<file path="src/tcfq_pkg.sv">
// Shared types and constants for the two-class oldest-first FIFO.
package tcfq_pkg;

    localparam int ID_W          = 16;
    localparam int STAMP_W       = 16;
    localparam int DEPTH_DEF     = 16;
    localparam int ID_BITS_DEF   = 16;

    typedef enum logic [1:0] {
        FUNC_ENQ     = 2'd0,
        FUNC_DEQ_ANY = 2'd1,
        FUNC_DEQ_C0  = 2'd2,
        FUNC_DEQ_C1  = 2'd3
    } t_func;

    typedef enum logic [1:0] {
        ST_ENQ   = 2'd0,
        ST_DEQ   = 2'd1,
        ST_EMPTY = 2'd2,
        ST_FULL  = 2'd3
    } t_status;

    typedef struct packed {
        logic push;
        logic pop;
    } t_q_ctl;

    typedef struct packed {
        logic empty;
        logic full;
    } t_q_flags;

endpackage

</file>
<file path="src/two_class_fifo_oldest_first.sv">
// Top level of the two-class FIFO with oldest-first dequeue.
// Every transfer on the slave side is one operation (enqueue, dequeue oldest of either class,
// dequeue class 0, dequeue class 1) and gives exactly one result transfer on the master side.
// One operation is taken per clock while the master side is not stalled. A result passes
// through the input register and then the result register before it is held on the master
// side. A stalled master side holds both registers and the slave side.
// The queue heads are read ahead from each class memory so the oldest-entry choice needs no
// memory access in the operation cycle.
// Age is the arrival counter minus the entry's stamp, modulo 2^16; ties go to class 1.
// Queues come out of reset empty and need no clearing pass.
module two_class_fifo_oldest_first #(
    parameter int DEPTH   = tcfq_pkg::DEPTH_DEF,
    parameter int ID_BITS = tcfq_pkg::ID_BITS_DEF
) (
    input  logic        i_clk,
    input  logic        i_rst_n,
    input  logic        s_axis_tvalid,
    output logic        s_axis_tready,
    input  logic [15:0] s_axis_tdata,   // [15:0] item_id
    input  logic [2:0]  s_axis_tuser,   // [1:0] func, [2] item_class
    output logic        m_axis_tvalid,
    input  logic        m_axis_tready,
    output logic [15:0] m_axis_tdata,   // [15:0] out_id
    output logic [2:0]  m_axis_tuser    // [1:0] status, [2] out_class
);
    import tcfq_pkg::*;

    localparam int IdW = (ID_BITS < ID_W) ? ID_BITS : ID_W;
    localparam int DW  = IdW + STAMP_W;

    logic           r_in_valid;
    t_func          r_in_func;
    logic           r_in_class;
    logic [IdW-1:0] r_in_id;
    logic           fire;
    t_q_ctl         ctl0, ctl1;
    t_q_flags       flags0, flags1;
    logic [DW-1:0]  head0, head1;
    logic [DW-1:0]  wr_data;
    t_status        status;
    logic           out_class;

    assign s_axis_tready = !r_in_valid || fire;

    always_ff @(posedge i_clk) begin
        if (!i_rst_n) begin
            r_in_valid <= 1'b0;
        end else if (s_axis_tready) begin
            r_in_valid <= s_axis_tvalid;
        end
    end

    always_ff @(posedge i_clk) begin
        if (s_axis_tvalid && s_axis_tready) begin
            r_in_func  <= t_func'(s_axis_tuser[1:0]);
            r_in_class <= s_axis_tuser[2];
            r_in_id    <= IdW'(s_axis_tdata);
        end
    end

    tcfq_queue #(.DEPTH(DEPTH), .DW(DW)) u_queue0 (
        .i_clk       (i_clk),
        .i_rst_n     (i_rst_n),
        .i_ctl       (ctl0),
        .i_wr_data   (wr_data),
        .o_flags     (flags0),
        .o_head_data (head0)
    );

    tcfq_queue #(.DEPTH(DEPTH), .DW(DW)) u_queue1 (
        .i_clk       (i_clk),
        .i_rst_n     (i_rst_n),
        .i_ctl       (ctl1),
        .i_wr_data   (wr_data),
        .o_flags     (flags1),
        .o_head_data (head1)
    );

    tcfq_ctrl #(.ID_WIDTH(IdW), .DW(DW)) u_ctrl (
        .i_clk       (i_clk),
        .i_rst_n     (i_rst_n),
        .i_valid     (r_in_valid),
        .i_func      (r_in_func),
        .i_class     (r_in_class),
        .i_id        (r_in_id),
        .i_flags0    (flags0),
        .i_flags1    (flags1),
        .i_head0     (head0),
        .i_head1     (head1),
        .i_m_ready   (m_axis_tready),
        .o_fire      (fire),
        .o_ctl0      (ctl0),
        .o_ctl1      (ctl1),
        .o_wr_data   (wr_data),
        .o_valid     (m_axis_tvalid),
        .o_status    (status),
        .o_out_id    (m_axis_tdata),
        .o_out_class (out_class)
    );

    assign m_axis_tuser = {out_class, status};

endmodule

</file>
<file path="src/tcfq_queue.sv">
// One class queue: entry memory, head/tail pointers, fill count and prefetched head entry.
module tcfq_queue #(
    parameter int DEPTH = tcfq_pkg::DEPTH_DEF,
    parameter int DW    = tcfq_pkg::ID_W + tcfq_pkg::STAMP_W
) (
    input  logic               i_clk,
    input  logic               i_rst_n,
    input  tcfq_pkg::t_q_ctl   i_ctl,
    input  logic [DW-1:0]      i_wr_data,
    output tcfq_pkg::t_q_flags o_flags,
    output logic [DW-1:0]      o_head_data
);
    import tcfq_pkg::*;

    localparam int AW = $clog2(DEPTH);
    localparam int CW = $clog2(DEPTH + 1);
    localparam logic [AW-1:0] LastIdx = AW'(DEPTH - 1);
    localparam logic [CW-1:0] Full    = CW'(DEPTH);

    logic [DW-1:0] r_mem [DEPTH];
    logic [DW-1:0] r_head_data;
    logic [AW-1:0] r_head, n_head;
    logic [AW-1:0] r_tail, n_tail;
    logic [CW-1:0] r_count, n_count;

    always_comb begin
        n_head  = r_head;
        n_tail  = r_tail;
        n_count = r_count;
        if (i_ctl.push) begin
            n_tail  = (r_tail == LastIdx) ? '0 : r_tail + 1'b1;
            n_count = r_count + 1'b1;
        end else if (i_ctl.pop) begin
            n_head  = (r_head == LastIdx) ? '0 : r_head + 1'b1;
            n_count = r_count - 1'b1;
        end
    end

    always_ff @(posedge i_clk) begin
        if (!i_rst_n) begin
            r_head  <= '0;
            r_tail  <= '0;
            r_count <= '0;
        end else begin
            r_head  <= n_head;
            r_tail  <= n_tail;
            r_count <= n_count;
        end
    end

    // head is read ahead; a push into an empty queue is forwarded
    always_ff @(posedge i_clk) begin
        if (i_ctl.push) begin
            r_mem[r_tail] <= i_wr_data;
        end
        if (i_ctl.push && (r_tail == n_head)) begin
            r_head_data <= i_wr_data;
        end else begin
            r_head_data <= r_mem[n_head];
        end
    end

    assign o_flags.empty = (r_count == '0);
    assign o_flags.full  = (r_count == Full);
    assign o_head_data   = r_head_data;

endmodule

</file>
<file path="src/tcfq_ctrl.sv">
// Operation decode, oldest-entry choice, arrival counter and result register.
module tcfq_ctrl #(
    parameter int ID_WIDTH = tcfq_pkg::ID_W,
    parameter int DW       = tcfq_pkg::ID_W + tcfq_pkg::STAMP_W
) (
    input  logic                        i_clk,
    input  logic                        i_rst_n,
    input  logic                        i_valid,
    input  tcfq_pkg::t_func             i_func,
    input  logic                        i_class,
    input  logic [ID_WIDTH-1:0]         i_id,
    input  tcfq_pkg::t_q_flags          i_flags0,
    input  tcfq_pkg::t_q_flags          i_flags1,
    input  logic [DW-1:0]               i_head0,
    input  logic [DW-1:0]               i_head1,
    input  logic                        i_m_ready,
    output logic                        o_fire,
    output tcfq_pkg::t_q_ctl            o_ctl0,
    output tcfq_pkg::t_q_ctl            o_ctl1,
    output logic [DW-1:0]               o_wr_data,
    output logic                        o_valid,
    output tcfq_pkg::t_status           o_status,
    output logic [tcfq_pkg::ID_W-1:0]   o_out_id,
    output logic                        o_out_class
);
    import tcfq_pkg::*;

    logic                r_valid;
    t_status             r_status, n_status;
    logic [ID_W-1:0]     r_out_id, n_out_id;
    logic                r_out_class;
    logic [STAMP_W-1:0]  r_arrival;
    logic                enq_ok;
    logic                deq;
    logic                sel;
    logic [STAMP_W-1:0]  age0, age1;

    assign o_fire = i_valid && (!r_valid || i_m_ready);

    assign age0 = r_arrival - i_head0[DW-1:ID_WIDTH];
    assign age1 = r_arrival - i_head1[DW-1:ID_WIDTH];

    always_comb begin
        enq_ok   = 1'b0;
        deq      = 1'b0;
        sel      = 1'b0;
        n_status = ST_EMPTY;
        unique case (i_func)
            FUNC_ENQ: begin
                if (i_class ? i_flags1.full : i_flags0.full) begin
                    n_status = ST_FULL;
                end else begin
                    n_status = ST_ENQ;
                    enq_ok   = 1'b1;
                end
            end
            FUNC_DEQ_ANY: begin
                priority if (i_flags0.empty && i_flags1.empty) begin
                    deq = 1'b0;
                end else if (i_flags0.empty) begin
                    deq = 1'b1;
                    sel = 1'b1;
                end else if (i_flags1.empty) begin
                    deq = 1'b1;
                end else begin
                    deq = 1'b1;
                    sel = !(age0 > age1);   // equal ages: class 1 leaves
                end
            end
            FUNC_DEQ_C0: begin
                deq = !i_flags0.empty;
            end
            FUNC_DEQ_C1: begin
                deq = !i_flags1.empty;
                sel = 1'b1;
            end
            default: begin
                deq = 1'b0;
            end
        endcase
        if (deq) begin
            n_status = ST_DEQ;
        end
        n_out_id = '0;
        if (deq) begin
            n_out_id = sel ? ID_W'(i_head1[ID_WIDTH-1:0]) : ID_W'(i_head0[ID_WIDTH-1:0]);
        end
    end

    assign o_ctl0.push = o_fire && enq_ok && !i_class;
    assign o_ctl1.push = o_fire && enq_ok && i_class;
    assign o_ctl0.pop  = o_fire && deq && !sel;
    assign o_ctl1.pop  = o_fire && deq && sel;
    assign o_wr_data   = {r_arrival, i_id};

    always_ff @(posedge i_clk) begin
        if (!i_rst_n) begin
            r_valid   <= 1'b0;
            r_arrival <= '0;
        end else begin
            if (o_fire) begin
                r_valid <= 1'b1;
            end else if (i_m_ready) begin
                r_valid <= 1'b0;
            end
            if (o_fire && enq_ok) begin
                r_arrival <= r_arrival + 1'b1;
            end
        end
    end

    always_ff @(posedge i_clk) begin
        if (o_fire) begin
            r_status    <= n_status;
            r_out_id    <= n_out_id;
            r_out_class <= deq && sel;
        end
    end

    assign o_valid     = r_valid;
    assign o_status    = r_status;
    assign o_out_id    = r_out_id;
    assign o_out_class = r_out_class;

endmodule

</file>
<file path="config.mk">
export PLATFORM = sky130hd
export DESIGN_NAME = two_class_fifo_oldest_first
export DESIGN_NICKNAME = d
export VERILOG_FILES = /design/src/tcfq_pkg.sv /design/src/two_class_fifo_oldest_first.sv /design/src/tcfq_queue.sv /design/src/tcfq_ctrl.sv
export SDC_FILE = /design/constraint.sdc
export NUM_CORES = 1
export LEC_CHECK = 0
export ABC_AREA = 0
export BUFFER_PORTS_ARGS = -buffer_cell sky130_fd_sc_hd__buf_2
export CORE_MARGIN = 2
export CORE_UTILIZATION = 42
export CTS_CLUSTER_DIAMETER = 50
export DETAILED_ROUTE_END_ITERATION = 10
export PLACE_DENSITY_LB_ADDON = 0.08
export REMOVE_ABC_BUFFERS = 1
export SLEW_MARGIN = 20
export SYNTH_ARGS = -nofsm -noshare
export SYNTH_HDL_FRONTEND = slang
export SYNTH_HIERARCHICAL = 1
export SYNTH_SLANG_ARGS = --single-unit
</file>
<file path="constraint.sdc">
create_clock -name i_clk -period 7.5 [get_ports i_clk]
set_input_delay 1.5 -clock i_clk [delete_from_list [all_inputs] [get_ports i_clk]]
set_output_delay 1.5 -clock i_clk [all_outputs]
set_load 0.01 [all_outputs]
</file>
==> results of run 1 <==
## cells in the mapped netlist, drive strengths merged (3+ instances only)
master / number / share of area (%)
a31oi: 5 / 0.071
or4: 4 / 0.068
mux2i: 20 / 0.45
o21a: 7 / 0.12
mux4: 256 / 13
nor2: 59 / 0.50
nand2: 83 / 0.70
nand3b: 3 / 0.051
xnor2: 38 / 0.75
buf: 74 / 1.0
nor4: 5 / 0.071
inv: 49 / 0.42
ha: 63 / 1.8
o31ai: 7 / 0.12
nand4: 7 / 0.099
clkbuf: 40 / 0.34
a22oi: 129 / 2.2
a311oi: 6 / 0.13
or3: 5 / 0.071
a21o: 16 / 0.27
a21oi: 31 / 0.36
edfxtp: 1062 / 72
dfxtp: 52 / 2.4
nor2b: 18 / 0.27
o21ai: 20 / 0.23
fa: 4 / 0.18
a21boi: 3 / 0.059
nand3: 23 / 0.26
nand2b: 7 / 0.12
and4: 4 / 0.079
and3: 10 / 0.14
and2: 64 / 0.91
xor2: 9 / 0.18
nor3: 8 / 0.090
## power by group through the flow
| stage | Sequential [mW] | Combinational, mW | Clock, mW |
|---|---|---|---|
| final | 6.89 | 0.627 | 6.16 |
| after global routing | 6.90 | 0.685 | 6.57 |
| after CTS | 6.92 | 0.610 | 6.32 |
| after detailed placement | 7.05 | 0.606 | 0 |
| after global placement | 7.04 | 0.605 | 0 |
| after floorplan | 7.07 | 0.424 | 0 |
## cells by family (layout without fill, tap and decap cells)
logic type,Yosys count,count (layout),synth area share [%]
AOI/OAI and AO/OA,241,241,3.885
xor gates and xnor gates,47,47,0.9296
adders and majority gates,67,67,1.961
buffers and inverters,165,420,1.780
DFF,1114,1114,74.37
muxes,278,278,13.52
and+or+nand+nor,307,307,3.554
## worst paths after layout
check                     startpoint             endpoint  slack [ps]  cells past startpoint
setup / recovery            register  u_queue0/r_count[3]        1150                     23
hold / removal    u_queue0/r_head[3]             register         500                      1
setup reg to reg            register  u_queue0/r_count[3]        1150                     23
hold reg to reg   u_queue0/r_head[3]             register         500                      1
## final cells by class
| type | count | area [um2] |
|---|---|---|
| Multi-Input combinational cell | 940 | 10660 |
| Sequential cell | 1114 | 32950 |
| Fill cell | 8697 | 54210 |
| Timing Repair Buffer | 131 | 982.2 |
| Clock inverter | 63 | 551.8 |
| Inverter | 51 | 191.4 |
| Tap cell | 1391 | 1740 |
| Clock buffer | 175 | 3686 |
## per-layer routing
metal / global-route usage, % / vias to the layer above
met1: 28.91 / 11900
met3: 3.564 / 160
li1: - / 9395
met4: 6.651 / 2
met5: 0 / -
met2: 34.00 / 584
## worst reg2reg max path, cell delays in order, from the launching register on
cell and delay (ps):
sky130_fd_sc_hd__dfxtp_4 820, sky130_fd_sc_hd__buf_4 450, sky130_fd_sc_hd__mux4_2 550, sky130_fd_sc_hd__a22oi_1 240, sky130_fd_sc_hd__nand2_1 80, sky130_fd_sc_hd__inv_1 70
sky130_fd_sc_hd__ha_1 290, sky130_fd_sc_hd__a21oi_1 210, sky130_fd_sc_hd__o221ai_1 150, sky130_fd_sc_hd__and3b_1 210, sky130_fd_sc_hd__o21a_1 190, sky130_fd_sc_hd__o21ai_1 210
sky130_fd_sc_hd__a31oi_1 140, sky130_fd_sc_hd__xnor2_1 180, sky130_fd_sc_hd__ha_1 270, sky130_fd_sc_hd__and4_1 230, sky130_fd_sc_hd__and3_1 190, sky130_fd_sc_hd__a311oi_1 290
sky130_fd_sc_hd__a2bb2oi_1 280, sky130_fd_sc_hd__o21ai_4 150, sky130_fd_sc_hd__nor2_1 300, sky130_fd_sc_hd__nor2_1 190, sky130_fd_sc_hd__or4_1 510, sky130_fd_sc_hd__nand3_1 100
## sequential cells by signal, indices dropped and copies added, names as in the netlist, 4 cells and up, named ones only
| signal | cells |
|---|---|
| u_queue1/r_mem | 512 |
| u_ctrl/r_arrival | 16 |
| u_queue1/r_count | 5 |
| u_queue1/r_tail | 4 |
| u_queue0/r_count | 5 |
| u_queue0/r_tail | 4 |
| u_queue1/r_head | 4 |
| u_ctrl/o_out_id | 16 |
| r_in_id | 16 |
| u_queue0/r_head | 4 |
| u_queue0/r_mem | 512 |
## stage by stage
stage	setup TNS (ps)	util, %	instance area, um2	hold slack, ps	setup WS [ps]
2_1_floorplan	-138900	-	43690	446.0	-3558
3_3_place_gp	0	44.14	46340	479.1	1125
3_5_place_dp	0	44.14	46340	477.6	1050
4_1_cts	0	48.18	50580	489.7	1036
5_1_grt	0	48.36	50760	524.8	503.8
6_report	0	48.36	50760	495.2	1149
==> results.md, run 1 <==
- The number of global-route vias before repair was roughly 23000.
- The pre-antenna-repair detailed-routing pass consisted of 5 iterations.
- Registers are responsible for approximately half of the overall power.
- The number of enable flip-flop cells after synthesis is 1062.
- The count of pins over their slew limit was 0.
- Clock tree synthesis selected as its root buffer the cell sky130_fd_sc_hd__clkbuf_16.
- For this run, the leading register cell type out of synthesis is sky130_fd_sc_hd__edfxtp_1.
- The number of instances in the placed design is around 3600.
- In this run the worst path has a maximum fanout of 35.
- The power density over the cells is 269.6 nW/um2.
- Summed over all nets, the half-perimeter wirelength after detailed placement is between 60000 and 70000 um.
- The fraction of layout instances using a drive strength above 1 is between 20% and 30%.
- Routed signal wires occupy layers up through met5.
- The signal on the critical path passes through buf_4, mux4_2, a22oi_1, nand2_1, inv_1, ha_1, a21oi_1, o221ai_1, and3b_1, o21a_1, o21ai_1, a31oi_1, xnor2_1, ha_1, and4_1, and3_1, a311oi_1, a2bb2oi_1, o21ai_4, nor2_1, nor2_1, or4_1, nand3_1.
- The residual overflow from global routing is 0.
- Per report_power, the combinational group accounts for between 4 and 5% of the total.
- The floorplan core area is between 100000 and 150000 um2.
- Summed over all layers, the routed wires come to between 100000 and 150000 um.
- Across the run, the number of max-cap violations was 0.
- The launching element type of the critical path is a register.
- The post-route clock skew is 25.16 ps.
- The setup fix buffers added after clock tree synthesis is 0.
- Entering global routing, the biggest net connects 51 pins.
- The mean instance size in the synthesized netlist is around 20 um2.
- The share of synthesized area occupied by flip-flops and latches is roughly three quarters.
- In the final routing, the length of wire on met1 measures approximately 49000 um.
- In this run, CTS created clock tree buffers numbering 133.
- The full die area is roughly 110000 um2.
- The die span in y is between 300 and 400 um.
- Measured along the x axis, the die boundary spans 328.7 um.
- In this run the static leakage power is around 16 nW.
- The number of endpoints with negative hold slack in the final report was 0.
- The met2 wire length is about 54000 um.
- After the last flow step, the layout net total stands at ~2500.
- The time the worst path needs with I/O delays and setup is 6351 ps.
- The critical path data arrival time is 7010 ps.
- The cell count after synthesis came out at roughly 2200.
- The tightest min-delay check is of the reg -> reg type.
- The pin slew with the least headroom to its limit is 1082 ps.
- The global-route wire length before repair is around 160000 um.
- The H-tree generated during clock tree synthesis spans 4 levels.
- The number of DRC markers in iteration 0 is 2026.
- The synthesized area is 44280 um2.
- The slowest stage of the critical path belongs to the cell sky130_fd_sc_hd__dfxtp_4.
- The flow ran to the end, and the final reports show no timing, DRC or antenna violations.
- For this run, the number of Yosys warnings is 6.
- The count of antenna diodes in the layout is 0.
- The net switching power figure is around 2.9 mW.
- The critical path capture point type is a register.
- Once detail routing completed, the nets flagged for antenna violations numbered 0.
- The largest voltage drop on the vdd net is ~0.23 mV.
- Pin placement for this block handled 44 I/O pins.
- Net switching is 20.94% of the power.
- The clock passes through at most 3 buffers.
- For this run, the slowest stage of the critical path takes between 800 and 900 ps.
- In the layout the commonest cells are sky130_fd_sc_hd__edfxtp_1, sky130_fd_sc_hd__mux4_2, sky130_fd_sc_hd__clkbuf_16.
- The library cell used most frequently in the layout, excluding fill and tap cells, is sky130_fd_sc_hd__edfxtp_1.
- The count of buffer and inverter cells on the critical path is 2.
- Broken down by cell family, the worst path's largest delay share belongs to compound AO/OA/AOI/OAI gates.
- The post-route total power is ~14 mW.
- The detail-routed via count per cell is about 5.7.
- The later pin in the worst-skew pair is clocked with a latency of approximately 730 ps.
- The clock network accounts for 45.0% of the total power.
- For this run, design rule violations remaining after detail routing come to 0.
- The worst pin sits at a relative slew slack of 27.85%.
- After clock tree synthesis, the clock-pin slew on the worst setup and hold paths is 60 ps.
- The global placement routability congestion is approximately 0.78.
- The count of cells in the finished layout, fillers not included, comes to 3865.
- STA puts the critical path data required time at 8160 ps.
- The number of buffers added to fix hold violations after cts is 0.
- The number of vias after detailed routing is ~22000.
- Based on the critical path, the design can be clocked at up to about 160 MHz.
- The detailed-routed wire length on met3 is roughly 5000 um.
- The combined global-route utilization of all metal layers is a little over a fifth.
- The number of synthesized register bits is between 1000 and 1500.
- The final routed wire length divided by cell count is about 29 um.
- The async set-or-reset flop fraction in the synthesized netlist is 0%.
- The final period utilization is 84.68%.
- TritonCTS built the clock tree.
- The clock sink count is 1114.
- The number of antenna violations at the first check in global routing is 1.
- The number of port buffers is 43.
- Counting distinct cell types in the post-synthesis netlist gives between 60 and 70.
- Internal power comes to 10.82 mW.
- The relative area change from synthesis to final layout is 14.63%.
- After floorplanning, the core was divided into 119 placement rows.
- Setup repair after global routing left no endpoint under its margin.
- The path type of the worst setup path is reg -> reg.
- The setup violation total in the final timing report is 0.
- The starting utilization of the core area is a little over two fifths.
- The number of gates resized after CTS was 0.
(Power assumes the default switching activity.)
==> run 2: changes to the inputs <==
--- a/config.mk
+++ b/config.mk
@@ -5,7 +5,7 @@
 export SDC_FILE = /design/constraint.sdc
 export NUM_CORES = 1
 export LEC_CHECK = 0
-export ABC_AREA = 0
+export ABC_AREA = 1
 export BUFFER_PORTS_ARGS = -buffer_cell sky130_fd_sc_hd__buf_2
 export CORE_MARGIN = 2
 export CORE_UTILIZATION = 42
==> constraint.sdc (replaced) <==
create_clock -name i_clk -period 5.9 [get_ports i_clk]
set_input_delay 1.18 -clock i_clk [delete_from_list [all_inputs] [get_ports i_clk]]
set_output_delay 1.18 -clock i_clk [all_outputs]
set_load 0.01 [all_outputs]
==> run 2 against run 1 <==
Against the previous run: via count grew 52%; flip-flop and latch count is the same; clock skew shrank 3.6 ps; worst setup slack lost 480 ps; count of clock-buffer cells in the layout shrank 9; clock power grew 32%; non-clock buffer count grew 43; critical path depth grew 7; sequential power grew 28%; design area grew 12%.
==> results.md, run 2 <==
- The run finished with clean final reports.
- The flip-flop and latch area was 32960 um2 (about the same).
- The portion of synthesized cell area occupied by the leading cell type is 63.28% (-8.7 points).
- The final period utilization is 88.66% (+4.0 points).
- The post-detailed-route DRC marker count is 0 (unchanged).
- The floorplan core area is 119500 um2 (+14%).
- The die span in y is 350.4 um (+6.6%).
- The post-route clock skew is 21.51 ps (-3.649 ps).
- The register-to-register setup slack was 670 ps (-480 ps).
- Among all flip-flop cells after synthesis, the most frequent one is sky130_fd_sc_hd__edfxtp_1.
- The synthesized area is 50390 um2 (+14%).
- The combined global-route utilization of all metal layers came to 22.39% (+1.5 points).
- The depth of the worst register-to-register path is 30 (+30%).
- The number of antenna violations at the first check in global routing came to 0 (-1).
- The cell at the root of the clock tree is sky130_fd_sc_hd__clkbuf_16.
- The setup fix buffers added after clock tree synthesis is 0 (unchanged).
- The CTS buffer count is 139 (+4.5%).
- The endpoint identified for the worst register-to-register timing path is u_queue1/r_head[2].
- The clock sink count came to 1114 (unchanged).
- The sum of negative setup slack is 0 ps (unchanged).
- The number of H-tree levels is 4 (unchanged).
- The required time of the critical path came to 6560 ps (-1600 ps).
- The critical path capture point type is a register.
- The global-route wire length before repair was 204200 um (+27%).
- The hold slack was 489.7 ps (-5.487 ps).
- The residual overflow from global routing came to 0 (unchanged).
- The fraction of layout instances using a drive strength above 1 is 9.010% (-17 points).
- The slowest cell on the critical path is sky130_fd_sc_hd__dfxtp_4.
- The global placement routability congestion is 0.8430 (+7.5%).
- The total length of routed wires is 136400 um (+23%).
- The post-route total power is 20.25 mW (+48%).
- In the layout the commonest cells are sky130_fd_sc_hd__nand2_1, sky130_fd_sc_hd__edfxtp_1, sky130_fd_sc_hd__inv_1.
- The number of buffers added to fix hold violations after cts is 0 (unchanged).
- The library cell used most frequently in the layout, excluding fill and tap cells, is sky130_fd_sc_hd__nand2_1.
- The pin slew with the least headroom to its limit is 1108 ps (+25.39 ps).
- Relative to the synthesized area, the layout overhead comes to 12.84%.
- The time the worst path needs with I/O delays and setup came to 5231 ps (-1120 ps).
- The area of the multi-input gates is 12700 um2 (+19%).
- The leakage power is 24.34 nW (+50%).
- The number of enable flip-flop cells after synthesis is 1062 (unchanged).
- The power density over the cells is 356.2 nW/um2 (+32%).
- The number of DRC markers in iteration 0 is 2704 (+33%).
- The synthesized design spends more area on one cell type than any other, namely sky130_fd_sc_hd__edfxtp_1.
- Setup repair after global routing left no endpoint under its margin.
- The count of pins over their slew limit was 0 (unchanged).
- The number of fill cells is 11200 (+29%).
- The launching element type of the critical path is a register.
- The length of the first detailed-routing pass in iterations is 5 (unchanged).
- The number of global-route vias before repair was 32198 (+40%).
- After synthesis, the cell types taking the most area are sky130_fd_sc_hd__edfxtp_1, sky130_fd_sc_hd__nand2_1, sky130_fd_sc_hd__nand3_1.
- The depth of the worst hold-timing path was 2 (+1).
- The number of library cell types mapped by synthesis came to 45 (-34%).
- The maximum cell stage delay along the critical path is 680 ps (-140 ps).
- The post-CTS resize count is 0 (unchanged).
- The insertion delay of the later-clocked pin in the worst-skew pair is 750 ps (+20 ps).
- The count of warnings emitted by yosys is 6 (unchanged).
- The cell count after synthesis was 4986 (+120%).
- The setup violation total in the final timing report is 0 (unchanged).
- The share of synthesized area occupied by flip-flops and latches is 65.35% (-9.0 points).
- The pin count of the biggest net entering global routing is 129 (+150%).
- Counting stages on the worst path, the most repeated cell is sky130_fd_sc_hd__nand2_1.
- The final routed wire length divided by cell count is 20.10 um (-30%).
- The largest registers in the layout are u_queue0/r_mem (512), u_queue1/r_mem (512).
- The number of synthesized register bits was 1114 (unchanged).
- The async set-or-reset flop fraction in the synthesized netlist is 0% (unchanged).
- The total number of nets in the final design was 5154 (+110%).
- The peak fanout along the critical path is 85 (+140%).
- The setup path with the least slack is of type reg -> reg.
- The full die area is 122800 um2 (+14%).
- The mean instance size in the synthesized netlist is 10.11 um2 (-49%).
- The row count was 127 (+6.7%).
- The worst hold path endpoint is u_ctrl/r_arrival[7].
- The number of vias after detailed routing is 33549 (+52%).
- The number of top-level design ports is 44 (unchanged).
- The residual antenna-violating net count after detailed routing is 0 (unchanged).
- sky130_fd_sc_hd__nand2_1 is the most common cell in the netlist.
- The die boundary width is 350.4 um (+6.6%).
- The worst hold-check path type is reg -> reg.
- The largest voltage drop on the vdd net is 0.3085 mV (+33%).
- The max capacitance violation total is 0 (unchanged).
- The number of port buffers is 43 (unchanged).
- In this run the most critical hold path is launched from u_ctrl/r_arrival[7].
- The number of endpoints with negative hold slack in the final report is 0 (unchanged).
- The maximum operating frequency is 191.2 MHz (+21%).
- The detail-routed via count per cell is 4.943 (-13%).
- The starting utilization of the core area is 42.17% (about the same).
- The worst slew slack as a fraction of its limit is 26.06% (-1.8 points).
- The post-CTS clock slew at the launch and capture registers of the worst setup and hold paths is 50 ps (about the same).
- The HPWL after detailed placement was 73780 um (+18%).
- Ranked by instance count, the synthesized netlist is headed by sky130_fd_sc_hd__nand2_1, sky130_fd_sc_hd__edfxtp_1, sky130_fd_sc_hd__inv_1, sky130_fd_sc_hd__nand3_1, sky130_fd_sc_hd__nor2_1.
- The TritonCTS clock tree is built.
- The maximum count of clock buffers along a single path came to 3 (unchanged).
- The critical path data arrival time was 5890 ps (-1120 ps).
## run 2: cell types whose count changed in the layout (fill, tap and decap cells not counted), sizes merged, moves of 18 or more
cell,change
nor2,+62
a22oi,-129
inv,+861
nand3,+799
mux4,-256
clkinv,+23
buf,+43
nor2b,-18
nand2,+1432
a21oi,+52
and2,-64
mux2i,-20
xnor2,-25
## run 2: metal layers
metal | share of wire [%] | vias to the layer above | global-route usage [%]
li1 | - | 16297 | -
met1 | 46 | 16251 | 31.38
met2 | 46 | 807 | 35.71
met3 | 5.3 | 194 | 3.759
met4 | 2.6 | 0 | 6.823
met5 | 0 | - | 0
## run 2: cell families after synthesis
family,after synthesis,synth area share (%)
simple gates,2485,20.88
flops,1114,65.35
xor+xnor,37,0.6431
fa+ha+maj,67,1.723
buf+inv,1143,9.897
compound gates,140,1.510
## run 2: how the worst max path moves through the flow
| stage | start | slack, ps | end |
|---|---|---|---|
| 5_1_grt | register | 170 | u_queue1/r_head[2] |
| 3_3_place_gp | register | 720 | u_queue1/r_head[2] |
| 4_1_cts | register | 730 | u_queue1/r_head[2] |
| 3_5_place_dp | register | 750 | u_queue1/r_head[2] |
| 2_1_floorplan | register | -4720 | u_queue1/r_head[2] |
| 6_report | register | 670 | u_queue1/r_head[2] |
## run 2: through the flow
stage / std cells / setup WS (ps) / util [%] / cell area, um2
6_report: 6787 / 669.2 / 47.59 / 56860
5_1_grt: 6784 / 165.8 / 47.58 / 56850
4_1_cts: 6781 / 727.9 / 47.54 / 56810
3_5_place_dp: 6532 / 752.4 / 43.89 / 52440
3_3_place_gp: 6528 / 723.3 / 43.84 / 52380
2_1_floorplan: 4749 / -4721 / - / 48820
## run 2: power by group
group	total [mW]	leakage [nW]	switching, mW	internal (mW)
registers	8.80	10.3	0.0957	8.71
logic	3.34	11.9	2.32	1.01
clock network	8.11	2.14	3.34	4.77
## run 2: critical path, delay by kind of cell (launching register included)
family / cells / cell delay (ps)
buf+inv: 5 / 850
fa+ha+maj: 2 / 660
compound gates: 4 / 800
xor+xnor: 1 / 170
flops: 1 / 680
simple gates: 18 / 1900
## run 2: cell type report
class | instances | area share, %
Sequential cell | 1114 | 57.96
Multi-Input combinational cell | 2729 | 22.34
Clock buffer | 166 | 6.537
Inverter | 906 | 6.020
Tap cell | 1612 | 3.547
Timing Repair Buffer | 174 | 2.442
Clock inverter | 83 | 1.142
Antenna cell | 3 | 0.01320
